--- src/sv/uvpb_pkg.sv ---
// Shared types, register map and reset values for the undervoltage element.
// No dependencies; every other file imports this package.
`timescale 1ns / 1ps

package uvpb_pkg;

    localparam int unsigned CntW   = 16;
    localparam int unsigned LevelW = 16;
    localparam int unsigned AddrW  = 5;
    localparam int unsigned DataW  = 32;

    localparam logic [CntW-1:0] CntMax = {CntW{1'b1}};

    // register indexes (byte address = 4 * index)
    localparam logic [2:0] RegBlockLevel   = 3'd0;
    localparam logic [2:0] RegPickupLevel  = 3'd1;
    localparam logic [2:0] RegResetLevel   = 3'd2;
    localparam logic [2:0] RegTripDelay    = 3'd3;
    localparam logic [2:0] RegResetDelay   = 3'd4;
    localparam logic [2:0] RegStartGate    = 3'd5;
    localparam logic [2:0] RegBlockRelease = 3'd6;

    localparam logic [LevelW-1:0] RstBlockLevel   = 16'd6554;
    localparam logic [LevelW-1:0] RstPickupLevel  = 16'd52429;
    localparam logic [LevelW-1:0] RstResetLevel   = 16'd55706;
    localparam logic [CntW-1:0]   RstTripDelay    = 16'd1000;
    localparam logic [CntW-1:0]   RstResetDelay   = 16'd100;
    localparam logic [CntW-1:0]   RstStartGate    = 16'd0;
    localparam logic [CntW-1:0]   RstBlockRelease = 16'd30;

    typedef struct packed {
        logic [LevelW-1:0] block_level;
        logic [LevelW-1:0] pickup_level;
        logic [LevelW-1:0] reset_level;
        logic [CntW-1:0]   trip_delay;
        logic [CntW-1:0]   reset_delay;
        logic [CntW-1:0]   start_gate;
        logic [CntW-1:0]   block_release;
    } t_cfg;

    typedef struct packed {
        logic start;
        logic trip;
    } t_flags;

    function automatic logic [CntW-1:0] sat_inc(input logic [CntW-1:0] v);
        return (v == CntMax) ? CntMax : v + 1'b1;
    endfunction

endpackage

--- src/sv/uvpb_regs.sv ---
// APB-style settings registers for the undervoltage element.
// Depends on uvpb_pkg (t_cfg, register indexes, reset values).
`timescale 1ns / 1ps

module uvpb_regs
    import uvpb_pkg::*;
(
    input  logic             i_clk,
    input  logic             i_rst_n,
    input  logic             psel,
    input  logic             penable,
    input  logic             pwrite,
    input  logic [AddrW-1:0] paddr,
    input  logic [DataW-1:0] pwdata,
    output logic [DataW-1:0] prdata,
    output logic             pready,
    output t_cfg             o_cfg
);

    t_cfg       r_cfg;
    logic       wr_en;
    logic [2:0] reg_idx;
    logic [15:0] wdata;
    logic [15:0] rdata;

    assign pready  = 1'b1;
    assign wr_en   = psel && penable && pwrite;
    assign reg_idx = paddr[4:2];
    assign wdata   = pwdata[15:0];

    always_ff @(posedge i_clk) begin
        if (!i_rst_n) begin
            r_cfg.block_level   <= RstBlockLevel;
            r_cfg.pickup_level  <= RstPickupLevel;
            r_cfg.reset_level   <= RstResetLevel;
            r_cfg.trip_delay    <= RstTripDelay;
            r_cfg.reset_delay   <= RstResetDelay;
            r_cfg.start_gate    <= RstStartGate;
            r_cfg.block_release <= RstBlockRelease;
        end else if (wr_en) begin
            unique case (reg_idx)
                RegBlockLevel:   r_cfg.block_level   <= wdata;
                RegPickupLevel:  r_cfg.pickup_level  <= wdata;
                RegResetLevel:   r_cfg.reset_level   <= wdata;
                RegTripDelay:    r_cfg.trip_delay    <= wdata;
                RegResetDelay:   r_cfg.reset_delay   <= wdata;
                RegStartGate:    r_cfg.start_gate    <= wdata;
                RegBlockRelease: r_cfg.block_release <= wdata;
                default: ;  // unmapped index: ignored
            endcase
        end
    end

    always_comb begin
        unique case (reg_idx)
            RegBlockLevel:   rdata = r_cfg.block_level;
            RegPickupLevel:  rdata = r_cfg.pickup_level;
            RegResetLevel:   rdata = r_cfg.reset_level;
            RegTripDelay:    rdata = r_cfg.trip_delay;
            RegResetDelay:   rdata = r_cfg.reset_delay;
            RegStartGate:    rdata = r_cfg.start_gate;
            RegBlockRelease: rdata = r_cfg.block_release;
            default:         rdata = '0;
        endcase
    end

    assign prdata = {{(DataW-16){1'b0}}, rdata};
    assign o_cfg  = r_cfg;

endmodule

--- src/sv/uvpb_core.sv ---
// Element state (trip, reset and block counters, start/trip) and its per-tick update.
// Depends on uvpb_pkg (t_cfg, t_flags, sat_inc).
`timescale 1ns / 1ps

module uvpb_core
    import uvpb_pkg::*;
(
    input  logic              i_clk,
    input  logic              i_rst_n,
    input  logic              i_tick,
    input  logic [LevelW-1:0] i_voltage,
    input  t_cfg              i_cfg,
    output t_flags            o_flags
);

    logic [CntW-1:0] r_trip_cnt, n_trip_cnt;
    logic [CntW-1:0] r_rst_cnt,  n_rst_cnt;
    logic [CntW-1:0] r_blk_cnt,  n_blk_cnt;
    logic            r_start,    n_start;
    logic            r_trip,     n_trip;

    logic [CntW-1:0] trip_inc;
    logic [CntW-1:0] rst_inc;
    logic [CntW-1:0] blk_inc;

    assign trip_inc = (r_trip_cnt < i_cfg.trip_delay) ? r_trip_cnt + 1'b1 : r_trip_cnt;
    assign rst_inc  = sat_inc(r_rst_cnt);
    assign blk_inc  = sat_inc(r_blk_cnt);

    always_comb begin
        n_trip_cnt = r_trip_cnt;
        n_rst_cnt  = r_rst_cnt;
        n_blk_cnt  = r_blk_cnt;
        n_start    = r_start;
        n_trip     = r_trip;
        if (i_voltage > i_cfg.block_level) begin
            n_blk_cnt = '0;
            if (i_voltage <= i_cfg.pickup_level) begin
                // pickup: start gate tested on the count before this tick
                if (r_trip_cnt > i_cfg.start_gate) begin
                    n_start = 1'b1;
                end
                n_rst_cnt = '0;
                if (trip_inc >= i_cfg.trip_delay) begin
                    n_trip_cnt = i_cfg.trip_delay;
                    n_trip     = 1'b1;
                end else begin
                    n_trip_cnt = trip_inc;
                end
            end else if ((i_voltage > i_cfg.reset_level) && (r_trip_cnt != '0)) begin
                n_start = 1'b0;
                if (rst_inc >= i_cfg.reset_delay) begin
                    n_trip_cnt = '0;
                    n_rst_cnt  = '0;
                    n_trip     = 1'b0;
                end else begin
                    n_rst_cnt = rst_inc;
                end
            end
        end else begin
            if (blk_inc >= i_cfg.block_release) begin
                n_trip_cnt = '0;
                n_rst_cnt  = '0;
                n_blk_cnt  = '0;
                n_start    = 1'b0;
                n_trip     = 1'b0;
            end else begin
                n_blk_cnt = blk_inc;
            end
        end
    end

    always_ff @(posedge i_clk) begin
        if (!i_rst_n) begin
            r_trip_cnt <= '0;
            r_rst_cnt  <= '0;
            r_blk_cnt  <= '0;
            r_start    <= 1'b0;
            r_trip     <= 1'b0;
        end else if (i_tick) begin
            r_trip_cnt <= n_trip_cnt;
            r_rst_cnt  <= n_rst_cnt;
            r_blk_cnt  <= n_blk_cnt;
            r_start    <= n_start;
            r_trip     <= n_trip;
        end
    end

    assign o_flags.start = n_start;
    assign o_flags.trip  = n_trip;

endmodule

--- src/sv/undervoltage_protection_with_block_unit.sv ---
// Top level of the definite-time undervoltage element with low-voltage blocking.
// Depends on uvpb_pkg, uvpb_regs and uvpb_core.
`timescale 1ns / 1ps
//
//  channel  | direction | handshake                | payload
//  ---------+-----------+--------------------------+------------------------------
//  in       | into      | i_in_valid / o_in_stall  | i_voltage[15:0]
//  out      | out of    | o_out_valid / i_out_stall| o_start_flag, o_trip_flag
//  apb      | into      | psel/penable/pready      | paddr[4:0], pwdata, prdata
//
//  One word per clock unless the result side stalls; path: input register, then
//  state update and result register. Synchronous active-low reset clears counters,
//  flags and the valid bits; settings return to their default levels and delays.
//  A stall on the result side holds the result register; the input register
//  keeps taking a word whenever the result register is free or being drained.

module undervoltage_protection_with_block_unit
    import uvpb_pkg::*;
(
    input  logic              i_clk,
    input  logic              i_rst_n,
    // sample in
    input  logic              i_in_valid,
    output logic              o_in_stall,
    input  logic [LevelW-1:0] i_voltage,
    // flags out
    output logic              o_out_valid,
    input  logic              i_out_stall,
    output logic              o_start_flag,
    output logic              o_trip_flag,
    // settings port
    input  logic              psel,
    input  logic              penable,
    input  logic              pwrite,
    input  logic [AddrW-1:0]  paddr,
    input  logic [DataW-1:0]  pwdata,
    output logic [DataW-1:0]  prdata,
    output logic              pready
);

    t_cfg              cfg;
    t_flags            flags;

    logic              r_in_valid;
    logic [LevelW-1:0] r_in_voltage;
    logic              r_out_valid;
    t_flags            r_out_flags;

    logic              out_free;   // result register empty or being taken
    logic              advance;    // input word moves into the state update
    logic              in_take;

    assign out_free   = !r_out_valid || !i_out_stall;
    assign advance    = r_in_valid && out_free;
    assign o_in_stall = r_in_valid && !out_free;
    assign in_take    = i_in_valid && !o_in_stall;

    uvpb_regs u_regs (
        .i_clk   (i_clk),
        .i_rst_n (i_rst_n),
        .psel    (psel),
        .penable (penable),
        .pwrite  (pwrite),
        .paddr   (paddr),
        .pwdata  (pwdata),
        .prdata  (prdata),
        .pready  (pready),
        .o_cfg   (cfg)
    );

    uvpb_core u_core (
        .i_clk     (i_clk),
        .i_rst_n   (i_rst_n),
        .i_tick    (advance),
        .i_voltage (r_in_voltage),
        .i_cfg     (cfg),
        .o_flags   (flags)
    );

    // input register
    always_ff @(posedge i_clk) begin
        if (!i_rst_n) begin
            r_in_valid <= 1'b0;
        end else if (in_take) begin
            r_in_valid <= 1'b1;
        end else if (advance) begin
            r_in_valid <= 1'b0;
        end
    end

    always_ff @(posedge i_clk) begin
        if (in_take) begin
            r_in_voltage <= i_voltage;
        end
    end

    // result register
    always_ff @(posedge i_clk) begin
        if (!i_rst_n) begin
            r_out_valid <= 1'b0;
        end else if (advance) begin
            r_out_valid <= 1'b1;
        end else if (!i_out_stall) begin
            r_out_valid <= 1'b0;
        end
    end

    always_ff @(posedge i_clk) begin
        if (advance) begin
            r_out_flags <= flags;
        end
    end

    assign o_out_valid  = r_out_valid;
    assign o_start_flag = r_out_flags.start;
    assign o_trip_flag  = r_out_flags.trip;

    // a word held in the input register does not move while the result side is full
    a_in_hold: assert property (@(posedge i_clk) disable iff (!i_rst_n)
        (r_in_valid && !advance) |=> (r_in_valid && $stable(r_in_voltage)))
        else $error("input word lost or changed while held");

    // every word that enters the state update yields a result
    a_adv_out: assert property (@(posedge i_clk) disable iff (!i_rst_n)
        advance |=> (r_out_valid && (r_out_flags == $past(flags))))
        else $error("updated flags not loaded into result register");

    // a stalled result is never overwritten
    a_out_keep: assert property (@(posedge i_clk) disable iff (!i_rst_n)
        (r_out_valid && i_out_stall) |-> !advance)
        else $error("stalled result overwritten");

endmodule

--- config.mk ---
export PLATFORM = sky130hd
export DESIGN_NAME = undervoltage_protection_with_block_unit
export DESIGN_NICKNAME = d
export VERILOG_FILES = /design/src/sv/uvpb_pkg.sv /design/src/sv/uvpb_regs.sv /design/src/sv/uvpb_core.sv /design/src/sv/undervoltage_protection_with_block_unit.sv
export SDC_FILE = /design/constraint.sdc
export NUM_CORES = 1
export LEC_CHECK = 0
export BUFFER_PORTS_ARGS = -buffer_cell sky130_fd_sc_hd__buf_4
export CAP_MARGIN = 20
export CORE_MARGIN = 2
export CORE_UTILIZATION = 45
export DETAILED_ROUTE_END_ITERATION = 8
export GPL_TIMING_DRIVEN = 0
export PLACE_DENSITY_LB_ADDON = 0.08
export SKIP_LAST_GASP = 1
export SLEW_MARGIN = 20
export SYNTH_ARGS = -nofsm -noshare
export SYNTH_HDL_FRONTEND = slang
export SYNTH_SLANG_ARGS = --single-unit
--- constraint.sdc ---
create_clock -name i_clk -period 4 [get_ports i_clk]
set_clock_uncertainty 0.1 [all_clocks]
set_input_delay 0.4 -clock i_clk [delete_from_list [all_inputs] [get_ports i_clk]]
set_output_delay 0.4 -clock i_clk [all_outputs]
set_load 0.05 [all_outputs]
Word-level counts from Yosys, hierarchy flattened
Cells that the tools add are included.
W data, S select, Z words.
{"block": "word_totals", "ff_bits": 182, "inputBits": 60}
{"block": "classes", "eq_ne": 11, "n_reduce_logical": 24, "addsub": 3, "n_lt_le_gt_ge": 8, "n_mux": 31}
{"op": "$mux W16", "n": 15}
{"op": "$pmux W16 S7", "n": 1}
{"op": "$add A16 B1 Y16 const B", "n": 3}
{"op": "$ge A16 B16 Y1", "n": 3}
{"op": "$gt A16 B16 Y1", "n": 3}
{"op": "$eq A16 B16 Y1 const B", "n": 2}
{"op": "$le A16 B16 Y1", "n": 1}
{"op": "$lt A16 B16 Y1", "n": 1}
{"op": "$reduce_bool A16 Y1", "n": 1}
{"op": "$mux W1", "n": 15}
{"op": "$reduce_and A2 Y1", "n": 7}
{"op": "$eq A3 B3 Y1 const B", "n": 3}
{"op": "$eq A3 B2 Y1 const B", "n": 2}
{"op": "$logic_and A1 B1 Y1", "n": 6}
{"op": "$ne A3 B3 Y1 const B", "n": 2}
{"op": "$logic_not A1 Y1", "n": 4}
{"op": "$reduce_and A4 Y1", "n": 1}
{"op": "$reduce_bool A2 Y1", "n": 2}
{"op": "$eq A3 B1 Y1 const B", "n": 1}
{"op": "$logic_not A3 Y1", "n": 1}
{"op": "$reduce_and A3 Y1", "n": 1}
{"op": "$ne A2 B1 Y1 const B", "n": 1}
{"op": "$logic_or A1 B1 Y1", "n": 1}

Depth between registers and ports, before layout
{"block": "logic_depth", "word_depth": 7, "mapped_depth": 20}

By module
Synthesis repeated with hierarchy kept, for this count alone.
{"block": "hier_totals", "hier_cells": 1434, "hier_area_um2": 12413.2}
{"module": "uvpb_core", "cells_per_inst": 853, "n_inst": 1, "seq_area_each_um2": 1001.0, "area_per_inst_um2": 6454.9}
{"module": "uvpb_regs", "cells_per_inst": 555, "n_inst": 1, "seq_area_each_um2": 2242.2, "area_per_inst_um2": 5333.9}
{"module": "undervoltage_protection_with_block_unit", "cells_per_inst": 26, "n_inst": 1, "seq_area_each_um2": 580.6, "area_per_inst_um2": 624.3}

Least setup slack after synthesis
Ideal clock, no wire load.
{"block": "synth_timing", "path_type": "register to register", "from": "register u_regs.r_cfg (netlist bit u_regs.o_cfg[49])", "to": "register u_core.r_trip_cnt[1]", "setup_ns": 0.136, "synth_period_minus_slack_ns": 3.929, "stages_incl_launch_ff": 20, "required_ns": 3.764, "path_slack_ns": 0.071, "t_arrival_ns": 3.693, "cell_sequence": "dfxtp_1 -> inv_1 -> ha_1 -> a2111o_1 -> a21oi_2 -> o21ai_1 -> nor3_2 -> nand2_1 -> xnor2_1 -> ha_1 -> a21o_1 -> a21o_1 -> a21oi_1 -> o211ai_1 -> a21oi_1 -> clkbuf_1 -> buf_2 -> nor2_1 -> a21oi_1 -> o22ai_1"}
{"block": "synth_via", "elab_chain_cells": 6}
{"element": "from (decl)", "line_no": "uvpb_regs.sv:20", "source": "t_cfg r_cfg;"}
{"element": "$lt A16 B16 Y1", "line_no": "uvpb_core.sv:26", "source": "assign trip_inc = (r_trip_cnt < i_cfg.trip_delay) ? r_trip_cnt + 1'b1 : r_trip_cnt;"}
{"element": "$mux W16", "line_no": "uvpb_core.sv:26"}
{"element": "$ge A16 B16 Y1", "line_no": "uvpb_core.sv:44", "source": "if (trip_inc >= i_cfg.trip_delay) begin"}
{"element": "$mux W16 *", "line_no": "uvpb_core.sv:44"}
{"element": "$mux W16 *", "line_no": "uvpb_core.sv:38", "source": "if (i_voltage <= i_cfg.pickup_level) begin"}
{"element": "$mux W16 *", "line_no": "uvpb_core.sv:36", "source": "if (i_voltage > i_cfg.block_level) begin"}
{"element": "to (signal assigned)", "line_no": "uvpb_core.sv:81", "source": "r_trip_cnt <= n_trip_cnt;"}
{"element": "to (decl)", "line_no": "uvpb_core.sv:16", "source": "logic [CntW-1:0] r_trip_cnt, n_trip_cnt;"}
Every way passes the cells marked *; elsewhere a longest branch is shown, timed or not.
A chain may end at the register's enable or synchronous reset.

Final worst setup path
{"block": "layout_timing", "from": "register u_regs.r_cfg (netlist bit u_regs.o_cfg[60])", "to": "register u_core.r_trip"}
{"block": "layout_via", "elab_chain_cells": 6}
{"element": "$lt A16 B16 Y1", "line_no": "uvpb_core.sv:26"}
{"element": "$mux W16", "line_no": "uvpb_core.sv:26"}
{"element": "$ge A16 B16 Y1 *", "line_no": "uvpb_core.sv:44"}
{"element": "$mux W1 *", "line_no": "uvpb_core.sv:44"}
{"element": "$mux W1 *", "line_no": "uvpb_core.sv:38"}
{"element": "$mux W1 *", "line_no": "uvpb_core.sv:36"}
{"element": "to (signal assigned)", "line_no": "uvpb_core.sv:85", "source": "r_trip <= n_trip;"}
{"element": "to (decl)", "line_no": "uvpb_core.sv:20", "source": "logic r_trip, n_trip;"}
Marked as above.

==> results.toml <==
[logic_synthesis]
yosysUniqueCellTypes = 72
syn_area_um2 = 11840
synth-edff-count = 18
ys_ff_latch = 182
syn-instance-count = 1496
post_synth.cell_area_avg_um2 = 7.914
synth.yosys.seq_area_share = 0.3230
synthArstFlopShare = 0
synth_flop_cell = "dfxtp_1"
yosys_warnings = 0

[cells_and_area]
nets = 1834
finalNonFillerCells = 1991
post_route_cells_drive_above_1_share = 0.1787
num_antenna_cells = 0
syn2layout_area_growth_pct = 21.26

[worst_setup_path]
crit_arrival_ns = 4.36
path_common_cell = "ha_1"
reg2reg_to = "u_core.r_trip"
critPathSlowestCell = "o21ai_0"
cp_cell_sequence = "inv_1 -> ha_1 -> nand2_1 -> nor2_1 -> nand2_2 -> o21ai_4 -> mux2_2 -> ha_1 -> a21o_1 -> a211oi_1 -> o21ai_0 -> a21oi_4 -> buf_4 -> buf_6 -> nand2b_4 -> or2_4 -> a31oi_1"
cp-end-kind = "register"
regToRegSetupSlack_ns = -0.09
cp-start-kind = "register"
crit_type = "register to register"
required_ns = 4.27
ff2ff_path_depth = 17
r2r_start = "u_regs.o_cfg[60]"
slowest_delay_ns = 0.47
cp_max_fo = 4

[global_routing]
grt_max_degree = 20
antenna_found_initial = 0
overflow = 0
grt_pass1_vias = 10570
grtUsageTotal = 0.2970
use_met1 = 0.4082
top_usage_layer = "met2"
use_met2 = 0.4777
grt_pass1_wl_um = 62820
use_met3 = 0.04504

[power]
power_density_nw_per_um2 = 291.9
vdd_drop_max_v = 0.0002577
p_seq_frac = 0.450
clkPwrFrac = 0.415
leakagePower_uw = 0.006089
internal-power_uw = 2887
p_switching_uw = 1303
pwr-share-comb = 0.135
p_sw_frac = 0.3110

[routing]
vias = 11560
wire_per_inst_um = 21.36
ant_nets = 0
vias_per_cell = 5.804
wirelength_um = 42530
drc_errors = 0
drt_iter0_markers = 1126
drtPass1Iterations = 5

[timing]
max_freq_mhz = 244.6
hold_viol = 0
rsz0062_at_grt = "true"
tns_ns = -0.3528
worst_slew_pin_slew_ns = 1.049
period_share = 1.022
setup_viol = 11
finalCriticalPeriod_ns = 4.089
relSlewSlack = 0.3005
report.final.slew_viol_count = 0
layout_setup_ws_ns = -0.08910

[floorplan]
die_h_um = 166.2
die_x_um = 166.2
start_util = 0.4569
core_um2 = 25910
die_area_um2 = 27620
num_io_pins = 97
rows = 59

[placement]
post-place-cells = 1906
finalWeightedCongestion = 0.9690
dp_hpwl_um = 31930
numPortBuffers = 59
post-place-ws_ns = -1.070

[cts]
clk_latency_ns = 0.46
clock_sinks = 182
cts_tree = "yes"
clk_pin_slew_ns = 0.09
cts_root_buf = "clkbuf_16"
numCtsBuffers = 17
htree_levels = 4
cts_buffer_depth = 2

[worst_hold_path]
min_path_type = "input pin to register"
min_to = "r_in_voltage[9]"
holdCritStartpoint = "i_voltage[9]"
whs_path_depth = 1

[outcome]
violations = "negative setup slack"
status = "finished with violations"

[flow_run]
drv_cap = 0
-- registers in the layout, summed over array words and instances, names as in the netlist --
register           count
o_trip_flag            1
u_core.r_trip_cnt     16
r_in_valid             1
u_core.r_blk_cnt      16
u_core.r_rst_cnt      16
u_core.r_trip          1
o_start_flag           1
r_in_voltage          16
u_regs.o_cfg         112
u_core.r_start         1
o_out_valid            1
-- Yosys cell counts, types with 5 or more instances --
cell type  number  area share
xnor2_1        19       0.014
edfxtp_1       18       0.046
a22o_1          6      0.0044
a21oi_1       164       0.069
and3_1         11      0.0058
buf_4          17       0.011
nand2_1       298       0.094
nor2_1         70       0.022
a31oi_1         7      0.0037
mux4_2          8       0.015
nor4_1          5      0.0026
inv_1         133       0.042
ha_1          131        0.14
and4_1          6      0.0044
o221ai_1        6      0.0044
clkbuf_1       55       0.017
nor3_1         13      0.0055
nand4_1        22       0.012
dfxtp_1       164        0.28
a21o_1         17       0.011
o22ai_1         9      0.0048
nand3_1        51       0.022
o211ai_1       42       0.027
xor2_1         12      0.0089
and2_1          6      0.0032
buf_2           6      0.0025
a22oi_1        11      0.0070
nand2b_1       13      0.0069
o21ai_0        43       0.018
mux2_2          7      0.0067
nand3b_1        5      0.0032
o21a_1          7      0.0044
nor2b_1        10      0.0053
mux2i_1        33       0.028
or3_1           5      0.0026
-- metrics by stage --
stage / total power, µW / area [µm²] / hold WS [ns] / utilization
after global placement: 2451 / 12760 / 0.3424 / 0.4923
after global routing: 4311 / 14360 / 0.00001799 / 0.5541
final: 4191 / 14360 / 0.01282 / 0.5541
after floorplan: 2257 / 11900 / 0.3363 / -
after CTS: 4169 / 13750 / 0.004858 / 0.5307
after detailed placement: 2459 / 12780 / 0.3477 / 0.4933
-- final cells by class --
class                           count  area, µm²
Fill cell                        2494      11550
Tap cell                          335      419.2
Clock buffer                       17      425.4
Sequential cell                   182       3880
Timing Repair Buffer              114      932.1
Buffer                             84      479.2
Multi-Input combinational cell   1111       7552
Clock inverter                     15      160.2
Inverter                          133      508.0
-- placed cells by master (no fill, tap or decap), types with 17 or more instances in the layout --
master,count
a21o_1,17
a21oi_1,154
buf_4,119
clkbuf_1,50
clkbuf_16,18
conb_1,17
dfxtp_1,139
edfxtp_1,18
ha_1,123
inv_1,126
mux2i_1,33
nand2_1,295
nand3_1,49
nand4_1,22
nor2_1,66
o211ai_1,42
o21ai_0,38
xnor2_1,17
-- logic make-up (layout without fill, tap and decap cells) --
logic type                 after synthesis  count (layout)  share of synthesized area
AOI/OAI and AO/OA                      351             351                     0.1841
xor gates and xnor gates                31              31                    0.02293
adders and majority gates              131             131                     0.1384
buffers and inverters                  218             363                    0.07842
DFF                                    182             182                     0.3230
muxes                                   48              48                    0.04978
other                                    2              17                  0.0006344
and+or+nand+nor                        533             533                     0.2027
-- power by group through the flow --
| stage | clock network [µW] | logic [µW] | registers, µW |
|---|---|---|---|
| floorplan | 0 | 327 | 1930 |
| CTS | 1740 | 535 | 1890 |
| global placement | 0 | 517 | 1930 |
| detailed placement | 0 | 525 | 1930 |
| global route | 1820 | 598 | 1890 |
| finish | 1740 | 564 | 1890 |
-- what timing repair did --
item	CTS	global route
resized for setup	70	80
cloned	1	1
buffers inserted	17	32
endpoints found under the setup margin	44	49
endpoints found under the hold margin	0	3
hold buffers	0	3
pin swaps	23	34
-- layer usage --
| layer | part of all wire | wire (µm) |
|---|---|---|
| met1 | 0.44 | 18710 |
| met3 | 0.067 | 2830 |
| met5 | 0 | 0 |
| met2 | 0.46 | 19590 |
| met4 | 0.033 | 1398 |
-- worst max-delay path by stage --
stage | startpoint | end | slack, ns | cells past startpoint
2_1_floorplan | u_regs.o_cfg[49] | u_core.r_trip_cnt[1] | 0.07 | 19
3_3_place_gp | u_regs.o_cfg[59] | u_core.r_trip_cnt[1] | -1.05 | 20
3_5_place_dp | u_regs.o_cfg[59] | u_core.r_trip_cnt[1] | -1.07 | 20
4_1_cts | u_regs.o_cfg[49] | u_core.r_trip_cnt[8] | -0.05 | 19
5_1_grt | u_regs.o_cfg[57] | u_core.r_trip | -0.16 | 19
6_report | u_regs.o_cfg[60] | u_core.r_trip | -0.09 | 17
-- critical path, delay by kind of cell (launching register included) --
kind | cells | cell delay [ns]
AO/OA/AOI/OAI | 6 | 1.26
flip-flops | 1 | 0.45
AND/OR/NAND/NOR | 5 | 0.78
buffers and inverters | 3 | 0.40
adder cells (fa/ha/maj) | 2 | 0.60
multiplexers | 1 | 0.41
Power figures use the tool's default switching activity.
